**src/rtl/mmch_pkg.sv**
```systemverilog
// ----------------------------------------------------------------------------
// mmch_pkg: shared types and constants for the magnetometer calibration block
// Holds operation codes, controller states, command/status structs and the
// CORDIC arctangent table in units of 2^-16 degree.
// ----------------------------------------------------------------------------
package mmch_pkg;

    typedef enum logic [1:0] {
        OP_START   = 2'd0,
        OP_SAMPLE  = 2'd1,
        OP_FINISH  = 2'd2,
        OP_MEASURE = 2'd3
    } op_t;

    typedef enum logic [3:0] {
        ST_IDLE,
        ST_READ,
        ST_UPDATE,
        ST_DIV_START,
        ST_DIV_WAIT,
        ST_MUL,
        ST_COR_START,
        ST_COR_WAIT,
        ST_OUT
    } state_t;

    localparam int AXES        = 3;
    localparam int ATAN_LEN    = 24;
    localparam int RAW_W       = 16;
    localparam int CAL_W       = 25;
    localparam int DIV_W       = 34;
    localparam int COR_W       = 40;
    localparam int ANG_W       = 32;

    typedef struct packed {
        logic       load;       // latch the input request
        logic       update;     // perform start/sample update on latched axis
        logic       div_go;     // launch divider for current axis
        logic       div_store;  // store scale for current axis
        logic       mul;        // measure multiply for current axis
        logic       cor_go;     // launch CORDIC
        logic       axis_clr;
        logic       axis_inc;
    } cmd_t;

    typedef struct packed {
        op_t        op;
        logic       bad;        // sensor out of range or measure overflow
        logic       div_done;
        logic       cor_done;
        logic       last_axis;
    } sts_t;

    function automatic logic [ANG_W-1:0] atan_deg16(input logic [4:0] i);
        case (i)
            5'd0:  atan_deg16 = 32'd2949120;
            5'd1:  atan_deg16 = 32'd1740967;
            5'd2:  atan_deg16 = 32'd919879;
            5'd3:  atan_deg16 = 32'd466945;
            5'd4:  atan_deg16 = 32'd234379;
            5'd5:  atan_deg16 = 32'd117304;
            5'd6:  atan_deg16 = 32'd58666;
            5'd7:  atan_deg16 = 32'd29335;
            5'd8:  atan_deg16 = 32'd14668;
            5'd9:  atan_deg16 = 32'd7334;
            5'd10: atan_deg16 = 32'd3667;
            5'd11: atan_deg16 = 32'd1833;
            5'd12: atan_deg16 = 32'd917;
            5'd13: atan_deg16 = 32'd458;
            5'd14: atan_deg16 = 32'd229;
            5'd15: atan_deg16 = 32'd115;
            5'd16: atan_deg16 = 32'd57;
            5'd17: atan_deg16 = 32'd29;
            5'd18: atan_deg16 = 32'd14;
            5'd19: atan_deg16 = 32'd7;
            5'd20: atan_deg16 = 32'd4;
            5'd21: atan_deg16 = 32'd2;
            5'd22: atan_deg16 = 32'd1;
            default: atan_deg16 = 32'd0;
        endcase
    endfunction

endpackage

```
**src/rtl/mag_minmax_calibration_heading.sv**
```systemverilog
// ----------------------------------------------------------------------------
// mag_minmax_calibration_heading: magnetometer min/max calibration and heading
// Tracks per-axis extremes, derives offset and scale, and outputs calibrated
// Q20.4 vectors with a CORDIC azimuth.
// ----------------------------------------------------------------------------
// Sequencing: start/sample update the axes in turn; finish runs the bit-serial
//   divider once per axis; measure multiplies the axes, then runs the
//   one-rotation-per-cycle CORDIC, which stops early when the rotation ends;
//   an out-of-range sensor or measure overflow goes straight to the result.
// Throughput: one request at a time; the next request can be taken in the cycle
//   after the one that loads the result register.
// Reset: all mins, maxes and offsets clear to zero, every scale to 1.0.
module mag_minmax_calibration_heading #(
    parameter int NUM_SENSORS     = 2,
    parameter int SCALE_FRAC_BITS = 12,
    parameter int CORDIC_STEPS    = 16
) (
    input  logic         clk,
    input  logic         rst_n,
    input  logic         s_tvalid,
    output logic         s_tready,
    // operation[1:0], sensor[2], mag_x[18:3], mag_y[34:19], mag_z[50:35], pad
    input  logic [55:0]  s_tdata,
    // overflow
    input  logic         s_tuser,
    output logic         m_tvalid,
    input  logic         m_tready,
    // cal_x[24:0], cal_y[49:25], cal_z[74:50], azimuth[83:75],
    // sample_valid[84], range_error[85], pad
    output logic [87:0]  m_tdata
);
    mmch_pkg::cmd_t cmd;
    mmch_pkg::sts_t sts;
    logic           in_ready, out_set, out_free;
    logic           m_valid_reg;
    logic [85:0]    m_data_reg;
    logic signed [24:0] cx, cy, cz;
    logic [8:0]     az;
    logic           sv, re;

    // result register frees once its request has been taken
    assign out_free = !m_valid_reg || m_tready;
    assign s_tready = in_ready;

    mmch_ctrl u_ctrl (
        .clk     (clk),
        .rst_n   (rst_n),
        .in_fire (s_tvalid && in_ready),
        .out_free(out_free),
        .sts     (sts),
        .cmd     (cmd),
        .in_ready(in_ready),
        .out_set (out_set)
    );

    mmch_dp #(
        .NUM_SENSORS    (NUM_SENSORS),
        .SCALE_FRAC_BITS(SCALE_FRAC_BITS),
        .CORDIC_STEPS   (CORDIC_STEPS)
    ) u_dp (
        .clk         (clk),
        .rst_n       (rst_n),
        .cmd         (cmd),
        .operation   (s_tdata[1:0]),
        .sensor      (s_tdata[2]),
        .mag_x       (s_tdata[18:3]),
        .mag_y       (s_tdata[34:19]),
        .mag_z       (s_tdata[50:35]),
        .overflow    (s_tuser),
        .sts         (sts),
        .cal_x       (cx),
        .cal_y       (cy),
        .cal_z       (cz),
        .azimuth     (az),
        .sample_valid(sv),
        .range_error (re)
    );

    // hold the result until the sink takes it
    always_ff @(posedge clk or negedge rst_n)
    begin
        if (!rst_n)
            m_valid_reg <= 1'b0;
        else if (out_set)
            m_valid_reg <= 1'b1;
        else if (m_tready)
            m_valid_reg <= 1'b0;
    end

    always_ff @(posedge clk)
    begin
        if (out_set)
            m_data_reg <= {re, sv, az, cz, cy, cx};
    end

    assign m_tvalid = m_valid_reg;
    assign m_tdata  = {2'b00, m_data_reg};

    // a new request is never taken while an update is in progress
    a_no_accept_busy: assert property (@(posedge clk) disable iff (!rst_n)
        cmd.update |-> !s_tready)
        else $error("request accepted during update");
    // a result loads only when the output slot is free
    a_load_free: assert property (@(posedge clk) disable iff (!rst_n)
        out_set |-> (!m_valid_reg || m_tready))
        else $error("result overwrote pending output");
    // divider and cordic are never launched together
    a_one_unit: assert property (@(posedge clk) disable iff (!rst_n)
        !(cmd.div_go && cmd.cor_go))
        else $error("two units launched");
endmodule

```
**src/rtl/mmch_div.sv**
```systemverilog
// ----------------------------------------------------------------------------
// mmch_div: restoring unsigned divider, one quotient bit per cycle
// Computes num / den; den must be nonzero.
// ----------------------------------------------------------------------------
module mmch_div (
    input  logic                        clk,
    input  logic                        rst_n,
    input  logic                        go,
    input  logic [mmch_pkg::DIV_W-1:0]  num,
    input  logic [mmch_pkg::DIV_W-1:0]  den,
    output logic                        done,
    output logic [mmch_pkg::DIV_W-1:0]  quo
);
    localparam int CW = $clog2(mmch_pkg::DIV_W + 1);

    logic [mmch_pkg::DIV_W-1:0] rem_reg, rem_next;
    logic [mmch_pkg::DIV_W-1:0] quo_reg, quo_next;
    logic [mmch_pkg::DIV_W-1:0] den_reg, den_next;
    logic [CW-1:0]              cnt_reg, cnt_next;
    logic                       busy_reg, busy_next;
    logic                       done_reg, done_next;
    logic [mmch_pkg::DIV_W:0]   trial;

    always_comb
    begin
        rem_next  = rem_reg;
        quo_next  = quo_reg;
        den_next  = den_reg;
        cnt_next  = cnt_reg;
        busy_next = busy_reg;
        done_next = 1'b0;
        trial     = {rem_reg, quo_reg[mmch_pkg::DIV_W-1]};
        if (go)
        begin
            rem_next  = '0;
            quo_next  = num;
            den_next  = den;
            cnt_next  = CW'(mmch_pkg::DIV_W);
            busy_next = 1'b1;
        end
        else if (busy_reg)
        begin
            // shift in one numerator bit, subtract when it fits
            if (trial >= {1'b0, den_reg})
            begin
                trial    = trial - {1'b0, den_reg};
                quo_next = {quo_reg[mmch_pkg::DIV_W-2:0], 1'b1};
            end
            else
            begin
                quo_next = {quo_reg[mmch_pkg::DIV_W-2:0], 1'b0};
            end
            rem_next = trial[mmch_pkg::DIV_W-1:0];
            cnt_next = cnt_reg - CW'(1);
            if (cnt_reg == CW'(1))
            begin
                busy_next = 1'b0;
                done_next = 1'b1;
            end
        end
    end

    always_ff @(posedge clk or negedge rst_n)
    begin
        if (!rst_n)
        begin
            busy_reg <= 1'b0;
            done_reg <= 1'b0;
            cnt_reg  <= '0;
        end
        else
        begin
            busy_reg <= busy_next;
            done_reg <= done_next;
            cnt_reg  <= cnt_next;
        end
    end

    always_ff @(posedge clk)
    begin
        rem_reg <= rem_next;
        quo_reg <= quo_next;
        den_reg <= den_next;
    end

    assign done = done_reg;
    assign quo  = quo_reg;
endmodule

```
**src/rtl/mmch_cordic.sv**
```systemverilog
// ----------------------------------------------------------------------------
// mmch_cordic: vectoring CORDIC, one rotation per cycle
// Produces the whole-degree heading of (x, y), 0..359.
// ----------------------------------------------------------------------------
module mmch_cordic #(
    parameter int STEPS = 16
) (
    input  logic                                clk,
    input  logic                                rst_n,
    input  logic                                go,
    input  logic signed [mmch_pkg::CAL_W-1:0]   cx,
    input  logic signed [mmch_pkg::CAL_W-1:0]   cy,
    output logic                                done,
    output logic [8:0]                          deg
);
    localparam int W = mmch_pkg::COR_W;
    localparam int A = mmch_pkg::ANG_W;

    logic signed [W-1:0] x_reg, x_next, y_reg, y_next;
    logic signed [A-1:0] z_reg, z_next;
    logic [4:0]          i_reg, i_next;
    logic                busy_reg, busy_next;
    logic                done_reg, done_next;
    logic signed [W-1:0] xs, ys, x0, y0;
    logic signed [A-1:0] zq;
    logic signed [A-1:0] dz;

    always_comb
    begin
        x_next    = x_reg;
        y_next    = y_reg;
        z_next    = z_reg;
        i_next    = i_reg;
        busy_next = busy_reg;
        done_next = 1'b0;
        x0 = W'(cx) <<< 8;
        y0 = W'(cy) <<< 8;
        xs = x_reg >>> i_reg;
        ys = y_reg >>> i_reg;
        if (go)
        begin
            i_next = '0;
            if (cx == '0)
            begin
                x_next = '0;
                y_next = '0;
                z_next = (cy == '0) ? '0 : ((cy > 0) ? A'(90 * 65536) : -A'(90 * 65536));
                busy_next = 1'b0;
                done_next = 1'b1;
            end
            else if (cx < 0)
            begin
                x_next = -x0;
                y_next = -y0;
                z_next = (cy >= 0) ? A'(180 * 65536) : -A'(180 * 65536);
                busy_next = 1'b1;
            end
            else
            begin
                x_next = x0;
                y_next = y0;
                z_next = '0;
                busy_next = 1'b1;
            end
        end
        else if (busy_reg)
        begin
            if (y_reg == '0 || 32'(i_reg) >= STEPS || i_reg >= 5'(mmch_pkg::ATAN_LEN))
            begin
                busy_next = 1'b0;
                done_next = 1'b1;
            end
            else
            begin
                if (y_reg > 0)
                begin
                    x_next = x_reg + ys;
                    y_next = y_reg - xs;
                    z_next = z_reg + $signed(mmch_pkg::atan_deg16(i_reg));
                end
                else
                begin
                    x_next = x_reg - ys;
                    y_next = y_reg + xs;
                    z_next = z_reg - $signed(mmch_pkg::atan_deg16(i_reg));
                end
                i_next = i_reg + 5'd1;
            end
        end
    end

    // truncate toward zero, wrap negatives by a full turn
    always_comb
    begin
        dz = z_reg >>> 16;
        if (z_reg < 0 && z_reg[15:0] != '0)
            dz = dz + A'(1);
        zq = (dz < 0) ? dz + A'(360) : dz;
    end

    always_ff @(posedge clk or negedge rst_n)
    begin
        if (!rst_n)
        begin
            busy_reg <= 1'b0;
            done_reg <= 1'b0;
        end
        else
        begin
            busy_reg <= busy_next;
            done_reg <= done_next;
        end
    end

    always_ff @(posedge clk)
    begin
        x_reg <= x_next;
        y_reg <= y_next;
        z_reg <= z_next;
        i_reg <= i_next;
    end

    assign done = done_reg;
    assign deg  = zq[8:0];
endmodule

```
**src/rtl/mmch_ctrl.sv**
```systemverilog
// ----------------------------------------------------------------------------
// mmch_ctrl: sequencing state machine
// Steps through the three axes for each valid request and drives the datapath.
// ----------------------------------------------------------------------------
module mmch_ctrl (
    input  logic              clk,
    input  logic              rst_n,
    input  logic              in_fire,
    input  logic              out_free,
    input  mmch_pkg::sts_t    sts,
    output mmch_pkg::cmd_t    cmd,
    output logic              in_ready,
    output logic              out_set
);
    mmch_pkg::state_t state_reg, state_next;

    always_comb
    begin
        state_next = state_reg;
        unique case (state_reg)
            mmch_pkg::ST_IDLE:      if (in_fire) state_next = mmch_pkg::ST_READ;
            mmch_pkg::ST_READ:
            begin
                if (sts.bad)
                    state_next = mmch_pkg::ST_OUT;
                else
                begin
                    unique case (sts.op)
                        mmch_pkg::OP_FINISH:  state_next = mmch_pkg::ST_DIV_START;
                        mmch_pkg::OP_MEASURE: state_next = mmch_pkg::ST_MUL;
                        default:              state_next = mmch_pkg::ST_UPDATE;
                    endcase
                end
            end
            mmch_pkg::ST_UPDATE:    if (sts.last_axis) state_next = mmch_pkg::ST_OUT;
            mmch_pkg::ST_DIV_START: state_next = mmch_pkg::ST_DIV_WAIT;
            mmch_pkg::ST_DIV_WAIT:
                if (sts.div_done)
                    state_next = sts.last_axis ? mmch_pkg::ST_OUT : mmch_pkg::ST_DIV_START;
            mmch_pkg::ST_MUL:       if (sts.last_axis) state_next = mmch_pkg::ST_COR_START;
            mmch_pkg::ST_COR_START: state_next = mmch_pkg::ST_COR_WAIT;
            mmch_pkg::ST_COR_WAIT:  if (sts.cor_done) state_next = mmch_pkg::ST_OUT;
            mmch_pkg::ST_OUT:       if (out_free) state_next = mmch_pkg::ST_IDLE;
            default:                state_next = mmch_pkg::ST_IDLE;
        endcase
    end

    always_comb
    begin
        cmd      = '0;
        in_ready = 1'b0;
        out_set  = 1'b0;
        unique case (state_reg)
            mmch_pkg::ST_IDLE:
            begin
                in_ready     = 1'b1;
                cmd.load     = 1'b1;
                cmd.axis_clr = 1'b1;
            end
            mmch_pkg::ST_READ:      cmd.axis_clr = 1'b1;
            mmch_pkg::ST_UPDATE:
            begin
                cmd.update   = 1'b1;
                cmd.axis_inc = 1'b1;
            end
            mmch_pkg::ST_DIV_START: cmd.div_go = 1'b1;
            mmch_pkg::ST_DIV_WAIT:
            begin
                cmd.div_store = sts.div_done;
                cmd.axis_inc  = sts.div_done;
            end
            mmch_pkg::ST_MUL:
            begin
                cmd.mul      = 1'b1;
                cmd.axis_inc = 1'b1;
            end
            mmch_pkg::ST_COR_START: cmd.cor_go = 1'b1;
            mmch_pkg::ST_COR_WAIT:  ;
            mmch_pkg::ST_OUT:       out_set = out_free;
            default:                ;
        endcase
    end

    always_ff @(posedge clk or negedge rst_n)
    begin
        if (!rst_n)
            state_reg <= mmch_pkg::ST_IDLE;
        else
            state_reg <= state_next;
    end
endmodule

```
**src/rtl/mmch_dp.sv**
```systemverilog
// ----------------------------------------------------------------------------
// mmch_dp: calibration datapath
// Holds per-axis min/max/offset/scale registers, the scale divider, the
// measure multiplier and the heading CORDIC.
// ----------------------------------------------------------------------------
module mmch_dp #(
    parameter int NUM_SENSORS     = 2,
    parameter int SCALE_FRAC_BITS = 12,
    parameter int CORDIC_STEPS    = 16
) (
    input  logic                                clk,
    input  logic                                rst_n,
    input  mmch_pkg::cmd_t                      cmd,
    input  logic [1:0]                          operation,
    input  logic                                sensor,
    input  logic signed [15:0]                  mag_x,
    input  logic signed [15:0]                  mag_y,
    input  logic signed [15:0]                  mag_z,
    input  logic                                overflow,
    output mmch_pkg::sts_t                      sts,
    output logic signed [mmch_pkg::CAL_W-1:0]   cal_x,
    output logic signed [mmch_pkg::CAL_W-1:0]   cal_y,
    output logic signed [mmch_pkg::CAL_W-1:0]   cal_z,
    output logic [8:0]                          azimuth,
    output logic                                sample_valid,
    output logic                                range_error
);
    localparam int NE = NUM_SENSORS * mmch_pkg::AXES;
    localparam int EW = (NE > 1) ? $clog2(NE) : 1;
    localparam int SHR = SCALE_FRAC_BITS - 3;
    localparam int CAL_MAX = (1 << 24) - 1;
    localparam int CAL_MIN = -(1 << 24);

    logic signed [15:0] axis_min_reg [NE];
    logic signed [15:0] axis_max_reg [NE];
    logic signed [16:0] axis_off_reg [NE];
    logic [15:0]        axis_scale_reg [NE];

    logic [1:0]         op_reg;
    logic               sensor_reg;
    logic               ovf_reg;
    logic signed [15:0] raw_reg [mmch_pkg::AXES];
    logic [1:0]         axis_reg, axis_next;
    logic               err_reg;
    logic [18:0]        span_sum;
    logic signed [mmch_pkg::CAL_W-1:0] cal_reg [mmch_pkg::AXES];

    logic [EW-1:0]      ent;
    logic signed [15:0] cur_raw, cur_min, cur_max;
    logic [16:0]        span;
    logic               sensor_ok;
    logic [mmch_pkg::DIV_W-1:0] div_quo;
    logic               div_done, cor_done;
    logic signed [17:0] diff;
    logic signed [34:0] prod;
    logic signed [34:0] shr;
    logic [8:0]         cor_deg;

    assign sensor_ok = 32'(sensor_reg) < NUM_SENSORS;
    assign ent       = EW'(32'(sensor_reg) * mmch_pkg::AXES + 32'(axis_reg));
    assign cur_raw   = raw_reg[axis_reg];
    assign cur_min   = axis_min_reg[ent];
    assign cur_max   = axis_max_reg[ent];
    assign span      = 17'($signed({cur_max[15], cur_max}) - $signed({cur_min[15], cur_min}));

    assign axis_next = cmd.axis_clr ? 2'd0 : (cmd.axis_inc ? axis_reg + 2'd1 : axis_reg);

    // span total of all three axes, for the sensor in hand
    always_comb
    begin
        span_sum = '0;
        for (int a = 0; a < mmch_pkg::AXES; a++)
            span_sum = span_sum + 19'($signed({axis_max_reg[EW'(32'(sensor_reg) * 3 + a)][15],
                       axis_max_reg[EW'(32'(sensor_reg) * 3 + a)]})
                       - $signed({axis_min_reg[EW'(32'(sensor_reg) * 3 + a)][15],
                       axis_min_reg[EW'(32'(sensor_reg) * 3 + a)]}));
    end

    mmch_div u_div (
        .clk  (clk),
        .rst_n(rst_n),
        .go   (cmd.div_go),
        .num  (mmch_pkg::DIV_W'({15'd0, span_sum} << SCALE_FRAC_BITS)),
        .den  (mmch_pkg::DIV_W'(span) * mmch_pkg::DIV_W'(3) | mmch_pkg::DIV_W'(span == '0)),
        .done (div_done),
        .quo  (div_quo)
    );

    assign diff = 18'(cur_raw) * 18'sd2 - 18'(axis_off_reg[ent]);
    assign prod = 35'(diff) * $signed({19'd0, axis_scale_reg[ent]});
    assign shr  = prod >>> SHR;

    mmch_cordic #(.STEPS(CORDIC_STEPS)) u_cordic (
        .clk  (clk),
        .rst_n(rst_n),
        .go   (cmd.cor_go),
        .cx   (cal_reg[0]),
        .cy   (cal_reg[1]),
        .done (cor_done),
        .deg  (cor_deg)
    );

    always_ff @(posedge clk or negedge rst_n)
    begin
        if (!rst_n)
        begin
            for (int e = 0; e < NE; e++)
            begin
                axis_min_reg[e]   <= '0;
                axis_max_reg[e]   <= '0;
                axis_off_reg[e]   <= '0;
                axis_scale_reg[e] <= 16'(1 << SCALE_FRAC_BITS);
            end
            axis_reg <= '0;
            err_reg  <= 1'b0;
        end
        else
        begin
            axis_reg <= axis_next;
            if (cmd.load)
                err_reg <= 1'b0;
            if (cmd.update)
            begin
                if (op_reg == mmch_pkg::OP_START)
                begin
                    axis_min_reg[ent] <= '0;
                    axis_max_reg[ent] <= '0;
                end
                else if (!ovf_reg)
                begin
                    if (cur_raw < cur_min) axis_min_reg[ent] <= cur_raw;
                    if (cur_raw > cur_max) axis_max_reg[ent] <= cur_raw;
                end
            end
            if (cmd.div_store)
            begin
                axis_off_reg[ent] <= 17'(cur_max) + 17'(cur_min);
                if (span == '0)
                begin
                    axis_scale_reg[ent] <= 16'hFFFF;
                    err_reg             <= 1'b1;
                end
                else
                    axis_scale_reg[ent] <= (div_quo > 34'hFFFF) ? 16'hFFFF : div_quo[15:0];
            end
        end
    end

    always_ff @(posedge clk)
    begin
        if (cmd.load)
        begin
            op_reg     <= operation;
            sensor_reg <= sensor;
            ovf_reg    <= overflow;
            raw_reg[0] <= mag_x;
            raw_reg[1] <= mag_y;
            raw_reg[2] <= mag_z;
        end
        if (cmd.mul)
        begin
            if (shr > 35'(CAL_MAX))
                cal_reg[axis_reg] <= mmch_pkg::CAL_W'(CAL_MAX);
            else if (shr < 35'(CAL_MIN))
                cal_reg[axis_reg] <= mmch_pkg::CAL_W'(CAL_MIN);
            else
                cal_reg[axis_reg] <= shr[mmch_pkg::CAL_W-1:0];
        end
    end

    assign sts.op        = mmch_pkg::op_t'(op_reg);
    assign sts.bad       = !sensor_ok || (op_reg == mmch_pkg::OP_MEASURE && ovf_reg);
    assign sts.div_done  = div_done;
    assign sts.cor_done  = cor_done;
    assign sts.last_axis = axis_reg == 2'd2;

    // result fields, zero outside their own operation or when the request is bad
    always_comb
    begin
        cal_x        = '0;
        cal_y        = '0;
        cal_z        = '0;
        azimuth      = '0;
        sample_valid = 1'b0;
        range_error  = 1'b0;
        if (!sts.bad)
        begin
            if (op_reg == mmch_pkg::OP_MEASURE)
            begin
                cal_x        = cal_reg[0];
                cal_y        = cal_reg[1];
                cal_z        = cal_reg[2];
                azimuth      = cor_deg;
                sample_valid = 1'b1;
            end
            else if (op_reg == mmch_pkg::OP_FINISH)
                range_error = err_reg;
        end
    end
endmodule
```
**config.mk**
```make
export PLATFORM = sky130hd
export DESIGN_NAME = mag_minmax_calibration_heading
export DESIGN_NICKNAME = d
export VERILOG_FILES = /design/src/rtl/mmch_pkg.sv /design/src/rtl/mag_minmax_calibration_heading.sv /design/src/rtl/mmch_div.sv /design/src/rtl/mmch_cordic.sv /design/src/rtl/mmch_ctrl.sv /design/src/rtl/mmch_dp.sv
export SDC_FILE = /design/constraint.sdc
export NUM_CORES = 2
export LEC_CHECK = 0
export ABC_AREA = 1
export BUFFER_PORTS_ARGS = -buffer_cell sky130_fd_sc_hd__buf_4
export CORE_UTILIZATION = 55
export CTS_CLUSTER_DIAMETER = 200
export DETAILED_ROUTE_END_ITERATION = 10
export PLACE_DENSITY = 0.71
export SLEW_MARGIN = 40
export SYNTH_ARGS = -nofsm -noshare
export SYNTH_HDL_FRONTEND = slang
export SYNTH_SLANG_ARGS = --single-unit
```
**constraint.sdc**
```tcl
create_clock -name clk -period 14.25 [get_ports clk]
set_input_delay 0.7125 -clock clk [delete_from_list [all_inputs] [get_ports clk]]
set_output_delay 0.7125 -clock clk [all_outputs]
set_load 0.05 [all_outputs]
```
==> summary.md <==
| Metric | Value |
|---|---|
| Initial core utilization | `55.6%` |
| Vias in the first global route | `a little under 70,000` |
| Postcts setup bufs | `0` |
| Final setup viols | `0` |
| Max reg flops | `between 100 and 150` |
| RSZ-0062 raised after global routing | `no` |
| Max Cap Violations | `0` |
| Worst setup SP type | `register` |
| Worst Path Class, Setup | `register to register` |
| Detailed-route via count | `between 70,000 and 80,000` |
| Dominant cell type by area after synthesis | `edfxtp_1` |
| Kind of end point of the critical path | `register` |
| Initial antenna violation count | `4` |
| Overflow after GRT | `0` |
| Port bufs | `roughly 140` |
| DPL Wire Length | `190,000 um` |
| Gp weighted congestion | `between 1 and 1.5` |
| Crit-path max cell delay | `about 0.85 ns` |
| Routed Antenna Nets | `0` |
| Register bit total from synthesis | `~850` |
| Setup Skew | `approximately 0.060 ns` |
| Area growth, synth to finish | `8.44%` |
| Count of pins over their slew limit | `0` |
| Full die area | `around 0.13 mm2` |
| WL final | `between 200,000 and 300,000 um` |
| Synth warn | `0` |
| Final hold viol count | `0` |
| TritonCTS buffer count | `between 90 and 100` |
| CTS max path bufs | `3` |
| Die X | `around 370 um` |
| Worst-Skew Late Latency | `roughly 0.74 ns` |
| Post-cts sizing count | `0` |
| CP max FO | `19` |
| CTS tree | `built` |
| Hold-fix buffers, CTS | `0` |
| Ys async rst share | `48.2%` |
| Total GRT Usage | `37.4%` |
| Fmax | `between 80 and 90 MHz` |
| Sum of negative setup slack | `0 ns` |
| Die extent in y | `approximately 370 um` |
| EDFF count, synth | `~360` |
| Main synth FF type | `dfrtp_1` |
| Critical path arrival | `around 13 ns` |
| Distinct cells, synth | `75` |
| Status | `completed` |
| Mapped cell area | `about 0.073 mm2` |
| Top post-synthesis cells by area | `edfxtp_1, dfrtp_1, nand2_1` |
| Largest net degree at the start of global routing | `between 100 and 150` |
| Num ports | `about 150` |
| Synth top area share | `between 10 and 15%` |
| Core area | `0.132 mm2` |
| Register area share after synthesis | `between 30% and 40%` |
| Rel. slew slack | `a little under a third` |
| CP Data Required Time | `between 10 and 15 ns` |
| Final #Nets | `10,700` |
| Mean post-synth cell area | `around 7.4 um2` |
| Share of cells above drive strength 1 | `roughly 6.6%` |
| H-tree depth | `3` |
| DR iter-0 viols | `around 8,200` |
| Slowest library cell on the worst path | `dfrtp_1` |
| Final min period | `roughly 12 ns` |
| Clk sinks | `approximately 850` |
| Pre-Repair DR Iteration Count | `7` |
| Reg clk slew, reported paths | `~0.060 ns` |
| CTS root buf | `clkbuf_16` |
| Most Frequent Cell on Critical Path | `fa_1` |
| Mapped Cells | `approximately 10,000` |
| Vias per inst | `approximately 6` |
| First-pass GRT wire length | `between 300,000 and 400,000 um` |
| Wirelength per Cell | `between 20 and 25 um` |
| Rows | `between 100 and 150` |
| Worst min-delay path class | `primary input to async pin` |
| Slew at the pin closest to its max-slew limit | `a little over 1 ns` |
| Part of the cycle the worst path needs | `87.0%` |
| DR DRC count | `0` |
## final timing paths
path	startpoint	end	slack (ns)	cells after the start
worst max-delay path	u_dp.axis_reg[1]	u_dp.cal_reg[2][23]	1.85	36
worst min-delay path	rst_n	u_dp.axis_min_reg[87]	0.01	1
max in group asynchronous	rst_n	u_dp.axis_scale_reg[46]	12.29	3
worst max register to register	u_dp.axis_reg[1]	u_dp.cal_reg[2][23]	1.85	36
worst min register to register	u_dp.u_div.rem_reg[33]	u_dp.u_div.rem_reg[33]	0.46	2
min in group clk	s_tuser	u_dp.ovf_reg	0.16	1
## kinds of logic (layout without fill, tap and decap cells)
| logic type | count (synthesis) | in the layout | share of synthesized area, % |
|---|---|---|---|
| compound gates | 1792 | 1792 | 14.2 |
| xor+xnor | 318 | 318 | 3.81 |
| fa+ha+maj | 719 | 719 | 15.5 |
| buf+inv | 1814 | 1851 | 9.68 |
| flops | 847 | 847 | 30.9 |
| mux | 1 | 1 | 0.0137 |
| other cells | 1 | 4 | 0.00512 |
| simple gates | 4477 | 4477 | 26.0 |
## metrics by stage
stage	cells	area [um2]	setup slack, ns	hold WS (ns)	util [%]
floorplan	9970	73300	3.94	0.417	-
global placement	11600	75900	2.10	0.440	57.6
detailed placement	11600	76000	1.92	0.442	57.7
CTS	11800	79400	1.88	0.0270	60.2
global route	11800	79500	1.28	0.0792	60.3
finish	11800	79500	1.85	0.0135	60.3
## cells in the mapped netlist (all sizes together), types with 10 or more instances
| library cell | number |
|---|---|
| nand2 | 2447 |
| inv | 1371 |
| nor2 | 900 |
| o21ai | 744 |
| nand3 | 662 |
| a21oi | 464 |
| ha | 407 |
| dfrtp | 402 |
| edfxtp | 363 |
| fa | 312 |
| nand4 | 259 |
| clkbuf | 257 |
| xor2 | 230 |
| buf | 168 |
| o31ai | 152 |
| o22ai | 134 |
| nor3 | 114 |
| xnor2 | 88 |
| dfxtp | 76 |
| a31oi | 54 |
| nor4 | 45 |
| o211ai | 36 |
| or2 | 36 |
| o21a | 34 |
| a22oi | 31 |
| a21o | 26 |
| o21bai | 20 |
| a221oi | 18 |
| clkinv | 18 |
| a21boi | 17 |
| a22o | 11 |
| o2111ai | 11 |
| o221ai | 11 |
| a211oi | 10 |
## cell usage in the layout, fill, tap and decap left out, drive strengths merged, types with 76 or more instances in the layout
| master | instances |
|---|---|
| fa | 312 |
| inv | 1377 |
| dfrtp | 402 |
| o31ai | 152 |
| dfxtp | 76 |
| nor3 | 114 |
| buf | 278 |
| xnor2 | 88 |
| a21oi | 464 |
| ha | 407 |
| xor2 | 230 |
| o22ai | 134 |
| edfxtp | 363 |
| nand3 | 662 |
| nand2 | 2447 |
| o21ai | 744 |
| clkbuf | 132 |
| nor2 | 900 |
| nand4 | 259 |
## critical path: cells and delay by family (launching register included)
| family | cells | cell delay (ns) |
|---|---|---|
| compound gates | 9 | 2.20 |
| flops | 1 | 0.85 |
| fa+ha+maj | 9 | 4.97 |
| simple gates | 10 | 2.24 |
| buf+inv | 8 | 1.76 |
## metal layers
metal,part of all wire (%),routed length [um],vias to the layer above,global-route usage [%]
met5,0.0086,22,-,0
met4,5.0,12700,4,16.9
met3,11,27200,645,8.90
met2,44,112000,3529,57.7
met1,41,104000,33400,49.8
li1,-,-,32800,-
## cell type report
cell class	count	area, um2
Clock buffer	132	2700
Clock inverter	52	666
Antenna cell	2	5.00
Timing Repair Buffer	278	2190
Multi-Input combinational cell	7309	43800
Inverter	1389	5220
Tap cell	1755	2200
Fill cell	12200	52300
Sequential cell	847	22600
Power is not shown: default switching activity piles up to over one toggle a cycle in this logic, so the estimate is an artifact.
